**config.mk**
```make
export PLATFORM = sky130hd
export DESIGN_NAME = gcq_ram
export DESIGN_NICKNAME = d
export VERILOG_FILES = /design/src/rtl/core/gcq_ram.sv
export SDC_FILE = /design/constraint.sdc
export NUM_CORES = 1
export LEC_CHECK = 0
export ABC_AREA = 1
export BUFFER_PORTS_ARGS = -buffer_cell sky130_fd_sc_hd__buf_4
export CELL_PAD_IN_SITES_DETAIL_PLACEMENT = 0
export CELL_PAD_IN_SITES_GLOBAL_PLACEMENT = 1
export CORE_UTILIZATION = 49
export CTS_CLUSTER_DIAMETER = 50
export DETAILED_ROUTE_END_ITERATION = 12
export PLACE_DENSITY_LB_ADDON = 0.05
export SLEW_MARGIN = 15
export SYNTH_ARGS = -nofsm -noshare
export SYNTH_HDL_FRONTEND = slang
export SYNTH_SLANG_ARGS = --single-unit
export TNS_END_PERCENT = 1
```
**constraint.sdc**
```tcl
create_clock -name clk_i -period 1.64 [get_ports clk_i]
set_input_delay 0.328 -clock clk_i [delete_from_list [all_inputs] [get_ports clk_i]]
set_output_delay 0.328 -clock clk_i [all_outputs]
set_load 0.01 [all_outputs]
```
**src/rtl/core/gcq_ram.sv**
```systemverilog
// generic single-write, single-read ram with registered read data
module gcq_ram #(
  parameter int unsigned WIDTH = 8,
  parameter int unsigned DEPTH = 16,
  localparam int unsigned AW   = (DEPTH > 1) ? $clog2(DEPTH) : 1
) (
  input  logic             clk_i,
  input  logic             we_i,
  input  logic [AW-1:0]    waddr_i,
  input  logic [WIDTH-1:0] wdata_i,
  input  logic             re_i,
  input  logic [AW-1:0]    raddr_i,
  output logic [WIDTH-1:0] rdata_o
);

  logic [WIDTH-1:0] mem [DEPTH];
  logic [WIDTH-1:0] rdata_q;

  always_ff @(posedge clk_i) begin
    if (we_i) begin
      mem[waddr_i] <= wdata_i;
    end
    if (re_i) begin
      rdata_q <= mem[raddr_i];
    end
  end

  assign rdata_o = rdata_q;

endmodule

```
==> metrics.txt, run 1 <==
# setup viols final=0; largest net degree at the start of global routing=48; pin slew with the least headroom to its limit=607.6 ps; RSZ-0062 raised after global routing=no; CTS root buf=clkbuf_16; synth unique cells=11; CP max-delay cell=edfxtp_1; cell family with most CP delay=flip-flops; Post-CTS Resized=0; insertion delay of the later-clocked pin in the worst-skew pair=420 ps; power per cell area=1237 nW/um2; CTS buffer count=17; routability cong.=0.7775; Hold Crit Class=input port to register; max-slew violations=0; vias in the first global route=3828; Final Hold Fails=0; setup ws final=302.6 ps; synthesized flop and latch total=136; initial antenna violation count=0; worst path required time=1310 ps; Die Span X=111.2 um; Overall Global Routing Usage=24.51%; fill count=987; DR pass1 iterations=9; CTS H-tree depth=4; per-cell routed wire length=18.13 um; HPWL after DPL=8.432 mm; Final min period=1337 ps; critical path startpoint category=register; crit path buf inv count=1; clk buf depth=2; syn avg cell area=10.61 um2; final instance area=6907 um2; Chip Height=111.2 um; Crit Path Category=register to output pin; die area=12370 um2; Final Util=59.97%; Tcrit/Tclk final=81.55%; Buffers on Ports=26; leakage power=2.994 nW; via count=3808; Post-CTS Setup Repair Bufs=0; I/O pins=27; status=complete, but fails checks; endpoint class of the critical path=output pin; Max-slew headroom=59.43%; CTS sink cnt=136; dpl ws=54.04 ps; CTS clock-pin slew for the worst setup and hold paths=60 ps; Cell Chain, Critical Path=buf_4; total negative slack=0 ps; worst-case clock skew=4.620 ps; dpl cell area=6272 um2; Initial Utilization=50.77%; Syn Nets=570; post-route ant nets=0; final layout net count=615; area grow syn2layout=18.13%; Max VDD drop=0.6652 mV; Yosys Warn Count=0; Core Box Area=11520 um2; Cell Area, Synth=5847 um2; first-pass GRT wire length=21.82 mm; GRT overflow=0; hold buffer count at CTS=0; Max Fclk=747.7 MHz; antenna cells=0; Crit Path Max Fanout=1; layout cells sized above 1=13.46%; CP peak stage delay=420 ps; CTS tree=done; Via density=5.064; Std-Cell Rows=39; final wirelength=13.63 mm; sequential fraction of the synthesis area=69.85%; failing checks=DRC; Max-Cap Viols=0; Syn Inst Count=551; Worst Path Arrival=1010 ps; number of DRC markers in iteration 0=335; number of remaining DRC errors=2
==> state kept, by name (all words and copies together), names as in the netlist <==
signal	count
rdata_o	8
mem	128
==> path summary, 6_finish.rpt <==
check               endpoint  depth (start not counted)        from  slack (ps)
setup / recovery  rdata_o[4]                          1  rdata_o[4]         300
hold / removal    rdata_o[7]                          1        re_i         220
setup reg to reg  rdata_o[2]                          6   mem[9][2]         520
hold reg to reg   rdata_o[3]                          6   mem[0][3]         760
==> Yosys cell counts <==
| cell | n | area [um2] |
|---|---|---|
| inv_2 | 2 | 7.510 |
| buf_4 | 4 | 30.03 |
| nand3b_1 | 2 | 15.01 |
| nand3_1 | 97 | 485.5 |
| nand2_1 | 173 | 649.4 |
| edfxtp_1 | 136 | 4084 |
| buf_2 | 13 | 65.06 |
| nor2_1 | 17 | 63.81 |
| buf_1 | 1 | 3.750 |
| inv_1 | 100 | 375.4 |
| buf_6 | 6 | 67.56 |
==> report_power, final <==
group	switching (mW)	internal, mW	leakage, nW
registers	0.0228	3.92	1.24
clock network	1.41	2.68	0.303
logic	0.345	0.168	1.46
total	1.78	6.76	2.99
==> layout by cell type, fill, tap and decap left out, types with 3 or more instances in the layout <==
master and instances:
buf_4 47, clkinv_2 4, buf_12 3, bufinv_16 5
clkbuf_16 17, nor2_1 17, edfxtp_1 136, clkinvlp_4 3
inv_1 100, nand2_1 173, nand3_1 97
==> through the flow <==
stage / power (mW) / cells / hold slack [ps]
6_report: 8.544 / 752 / 218.6
5_1_grt: 8.792 / 752 / 212.1
4_1_cts: 8.607 / 752 / 207.4
3_5_place_dp: 4.531 / 720 / 647.1
3_3_place_gp: 4.526 / 720 / 639.3
2_1_floorplan: 4.289 / 551 / 426.9
==> final cells by class <==
class                   count  area [um2]  area share [%]
flip-flops and latches    136        4084           59.13
multi-input cells         289        1214           17.57
clock buffers              18       429.2           6.214
repair buffers             50       412.9           5.978
inverters                 102       382.9           5.543
clock inverters            14       205.2           2.971
well taps                 143       178.9           2.591
==> cells by family (layout without fill, tap and decap cells) <==
logic type,Yosys count,after routing,synth area share (%)
buffers and inverters,126,184,9.394
DFF,136,136,69.85
and+or+nand+nor,289,289,20.76
==> worst register-to-register path: cells and delay by family, from the launching register on <==
kind / cells / cell delay [ps]
simple gates: 5 / 440
flops: 1 / 370
buf+inv: 1 / 60
==> per-layer routing <==
metal | GRT usage, % | routed length [um] | vias to the layer above
li1 | - | - | 1873
met1 | 34.15 | 6413 | 1811
met2 | 37.50 | 6265 | 106
met3 | 5.194 | 747 | 18
met4 | 10.09 | 207 | 0
met5 | 0 | 0 | -
Note: power is estimated with default switching activity, not from simulation.
==> run 2, diff against run 1 <==
Clock period 1.64 ns to 1.4 ns, I/O delays scaled along.
==> run 2 against run 1 <==
  * The flow still finishes with violations (DRC)
  * Power up 4.2%
  * Cell count unchanged
  * Hold slack worse by 37 ps
  * Utilization down 0.97 points
  * Global-route usage down 0.74 points
  * Critical path depth unchanged
  * Clock power down 10%
  * Via count down 0.45%
  * Non-clock buffer count up 3
  * Sequential cell count unchanged
  * Cell area down 1.6%
  * Die area unchanged
==> metrics.txt, run 2 (same netlist as run 1, synthesis figures left out) <==
status=complete, but fails checks; failing checks=DRC; CTS clock-pin slew for the worst setup and hold paths=50 ps (about the same); initial antenna violation count=0 (unchanged); post-route ant nets=0 (unchanged); Chip Height=111.2 um (unchanged); Overall Global Routing Usage=23.77% (-0.74 points); # setup viols final=0 (unchanged); CP peak stage delay=430 ps (about the same); Crit Path Category=register to output pin; Tcrit/Tclk final=93.16%; first-pass GRT wire length=21.14 mm (-3.1%); final layout net count=618 (+0.49%); Crit Path Max Fanout=1 (unchanged); dpl cell area=6320 um2 (+0.76%); final std cells w/o fill=752 (unchanged); Worst Path Arrival=1020 ps (about the same); Buffers on Ports=26 (unchanged); leakage power=2.951 nW (-1.4%); per-cell routed wire length=17.80 um (-1.8%); max-slew violations=0 (unchanged); worst-case clock skew=4.810 ps (+0.1894 ps); routability cong.=0.7604 (-2.2%); vias in the first global route=3689 (-3.6%); area grow syn2layout=16.22%; pin slew with the least headroom to its limit=654.6 ps (+47.00 ps); most frequent cells in the layout=173 x nand2_1, 136 x edfxtp_1, 100 x inv_1; Final min period=1304 ps; Post-CTS Resized=0 (unchanged); CTS H-tree depth=4 (unchanged); RSZ-0062 raised after global routing=no; clk buf depth=2 (unchanged); worst path required time=1120 ps (-190 ps); CTS sink cnt=136 (unchanged); cell family with most CP delay=flip-flops; commonest non-fill, non-tap cell in the layout=nand2_1; Placed Cells=723 (+0.42%); Final Util=59.01% (-0.97 points); via count=3791 (-0.45%); Max Fclk=766.8 MHz; Via density=5.041 (-0.45%); die area=12370 um2 (unchanged); Post-CTS Setup Repair Bufs=0 (unchanged); overall power=8.903 mW (+4.2%); antenna cells=0 (unchanged); DR pass1 iterations=8 (-1); number of DRC markers in iteration 0=290 (-13%); max FFs per register=128 (unchanged); crit path buf inv count=1 (unchanged); endpoint class of the critical path=output pin; GRT overflow=0 (unchanged); Initial Utilization=50.77% (unchanged); number of remaining DRC errors=2 (unchanged); CTS buffer count=17 (unchanged); I/O pins=27 (unchanged); largest net degree at the start of global routing=42 (-13%); Die Span X=111.2 um (unchanged); power per cell area=1310 nW/um2 (+5.9%); CP max-delay cell=edfxtp_1; critical path startpoint category=register; final wirelength=13.39 mm (-1.8%); Max-Cap Viols=0 (unchanged); Final Hold Fails=0 (unchanged); Hold Crit Class=input port to register; Max-slew headroom=56.29% (-3.1 points); Core Box Area=11520 um2 (unchanged); HPWL after DPL=8.374 mm (-0.69%); Std-Cell Rows=39 (unchanged); fill count=966 (-2.1%); Reg with most FFs=mem; insertion delay of the later-clocked pin in the worst-skew pair=410 ps (about the same); CTS root buf=clkbuf_16; Cell Chain, Critical Path=buf_4; final instance area=6795 um2 (-1.6%); CTS tree=done; layout cells sized above 1=12.48% (-0.99 points); hold buffer count at CTS=0 (unchanged); Max VDD drop=0.7955 mV (+20%)
-- run 2: path summary, 6_finish.rpt --
path	from	endpoint	slack, ps	cells after the start
max	rdata_o[0]	rdata_o[0]	100	1
min	wdata_i[2]	mem[10][2]	180	1
max reg2reg	mem[15][1]	rdata_o[1]	230	6
min reg2reg	mem[2][6]	rdata_o[6]	730	6
-- run 2: metal layers --
| metal | routed length (um) | global-route usage, % |
|---|---|---|
| met4 | 223 | 8.649 |
| met3 | 745 | 5.249 |
| met2 | 6145 | 36.96 |
| met5 | 0 | 0 |
| met1 | 6274 | 32.94 |
-- run 2: final cells by class --
cell class,instances,area (um2),area share [%]
Sequential cell,136,4084,60.10
Multi-Input combinational cell,289,1214,17.86
Timing Repair Buffer,53,460.4,6.776
Clock buffer,21,440.4,6.481
Inverter,102,382.9,5.634
Tap cell,143,178.9,2.633
Clock inverter,8,35.03,0.5156
-- run 2: report_power, final --
part	switching, mW	internal [mW]
clock network	1.49	2.18
registers	0.0290	4.59
logic	0.396	0.208
total	1.92	6.98
-- run 2: through the flow --
stage	setup WS [ps]	TNS (ps)	hold slack, ps
after floorplan	169.2	0	378.9
after global placement	-225.6	-836.6	613.6
after detailed placement	-205.5	-885.2	618.1
after CTS	76.02	0	180.2
after global routing	67.50	0	190.0
final	95.83	0	182.1
==> run 3, diff against run 2 <==
Clock period 1.4 ns to 1.28 ns, I/O delays scaled along.
==> run 3 against run 2 <==
  * The flow still finishes with violations (DRC)
  * Cell count increased by 1.5%
  * Cell area increased by 3.3%
  * Hold slack got worse by 26 ps
  * Critical path depth unchanged
  * Power increased by 20%
  * Combinational power increased by 16%
  * Clock power increased by 34%
  * Clock skew increased by 0.97 ps
  * Register-to-register slack got worse by 120 ps
  * Sequential cell count unchanged
  * Largest cell class unchanged
  * Highest routed layer unchanged
==> metrics.txt, run 3 (same netlist as run 1, synthesis figures left out) <==
dpl ws=-239.3 ps (-33.79 ps); Hold Crit Class=input port to register; total negative slack=0 ps (unchanged); insertion delay of the later-clocked pin in the worst-skew pair=400 ps (about the same); CP max-delay cell=edfxtp_1; # setup viols final=0 (unchanged); Cell Chain, Critical Path=buf_4; Sw Pwr=2.170 mW (+13%); switching share of power=20.35% (-1.2 points); crit path buf inv count=1 (unchanged); Chip Height=111.2 um (unchanged); max-slew violations=0 (unchanged); Worst Path Arrival=980 ps (-40 ps); final layout net count=627 (+1.5%); sink of the worst hold path=rdata_o[6]; CTS tree=done; DR pass1 iterations=10 (+2); Initial Utilization=50.77% (unchanged); Crit Path Category=register to output pin; GRT overflow=0 (unchanged); worst-case clock skew=5.783 ps (+0.9739 ps); power per cell area=1520 nW/um2 (+16%); pin slew with the least headroom to its limit=317.5 ps (-337.1 ps); die area=12370 um2 (unchanged); vias in the first global route=3780 (+2.5%); routability cong.=0.7982 (+5.0%); hold slack final=156.5 ps (-25.54 ps); endpoint class of the critical path=output pin; FF-to-FF setup slack=110 ps (-120 ps); Max Fclk=805.9 MHz; critical path startpoint category=register; worst path required time=1020 ps (-100 ps); Core Box Area=11520 um2 (unchanged); Seq pwr share=47.3% (-4.6 points); number of remaining DRC errors=2 (unchanged); Post-CTS Setup Repair Bufs=0 (unchanged); met3 wire length=784 um (+5.2%); final wirelength=13.42 mm (+0.25%); final instance area=7017 um2 (+3.3%); Worst R2R End=rdata_o[1]; via count=3895 (+2.7%); post-route ant nets=0 (unchanged); status=complete, but fails checks; final std cells w/o fill=763 (+1.5%); Detail Route met2 WL=6.440 mm (+4.8%); Std-Cell Rows=39 (unchanged); Metal-1 WL=6.020 mm (-4.0%); antenna cells=0 (unchanged); Final Util=60.93% (+1.9 points); uppermost layer routed=met4; initial antenna violation count=0 (unchanged); Buffers on Ports=26 (unchanged); number of DRC markers in iteration 0=390 (+34%); leakage power=3.062 nW (+3.7%); CTS buffer count=17 (unchanged); commonest non-fill, non-tap cell in the layout=nand2_1; Reg with most FFs=mem; Post-CTS Resized=0 (unchanged); layout cells sized above 1=14.52% (+2.0 points); CTS clock-pin slew for the worst setup and hold paths=60 ps (about the same); cell family with most CP delay=flip-flops; Pint=8.494 mW (+22%); setup ws final=39.21 ps (-56.62 ps); Placed Cells=732 (+1.2%); dpl cell area=6425 um2 (+1.7%); reg2reg start=mem[15][1]; max FFs per register=128 (unchanged); I/O pins=27 (unchanged); Crit Path Max Fanout=1 (unchanged); Worst R2R Path Depth=6 (unchanged); most frequent cells in the layout=173 x nand2_1, 136 x edfxtp_1, 100 x inv_1; overall power=10.66 mW (+20%); CTS sink cnt=136 (unchanged); area grow syn2layout=20.01%; hold buffer count at CTS=0 (unchanged); RSZ-0062 raised after global routing=no; failing checks=DRC; Max-slew headroom=78.81% (+23 points); clk buf depth=2 (unchanged); CTS H-tree depth=4 (unchanged); Clk network pwr share=46.1% (+4.8 points); CTS root buf=clkbuf_16; per-cell routed wire length=17.59 um (-1.2%); first-pass GRT wire length=21.20 mm (+0.29%); Final min period=1241 ps; Via density=5.105 (+1.3%); Max VDD drop=0.7592 mV (-4.6%); Overall Global Routing Usage=23.51% (-0.26 points); Logic pwr share=6.6% (-0.2 points); Hold Startpoint=re_i; Die Span X=111.2 um (unchanged); largest net degree at the start of global routing=39 (-7.1%); HPWL after DPL=8.553 mm (+2.1%); CP peak stage delay=410 ps (-20 ps); Max-Cap Viols=0 (unchanged); Final Hold Fails=0 (unchanged); Tcrit/Tclk final=96.94%; hold path depth=1 (unchanged)
## run 3: power by group through the flow
stage               Sequential, mW  Clock, mW  Combinational [mW]
floorplan                     5.14          0               0.352
global placement              5.14          0               0.695
detailed placement            5.14          0               0.702
CTS                           5.05       4.97               0.706
global route                  5.06       5.15               0.770
finish                        5.05       4.92               0.699
## run 3: layout make-up
class                   count  area, um2
clock buffers              20      436.7
flip-flops and latches    136       4084
clock inverters            11      155.1
fillers                   945       4499
repair buffers             62      565.5
multi-input cells         289       1214
well taps                 143      178.9
inverters                 102      382.9
## run 3: worst max-delay path by stage
stage / cells after the start / startpoint / to / slack (ps)
global placement: 8 / raddr_i[0] / rdata_o[4] / -240
finish: 1 / rdata_o[5] / rdata_o[5] / 40
floorplan: 2 / waddr_i[3] / mem[4][0] / 70
detailed placement: 8 / raddr_i[0] / rdata_o[4] / -240
global route: 1 / rdata_o[5] / rdata_o[5] / 8
CTS: 1 / rdata_o[5] / rdata_o[5] / 20
## run 3: layer usage
layer	vias to the layer above	track usage (%)
met4	0	8.829
met3	15	3.718
met2	125	37.17
met1	1860	32.94
li1	1895	-
met5	-	0
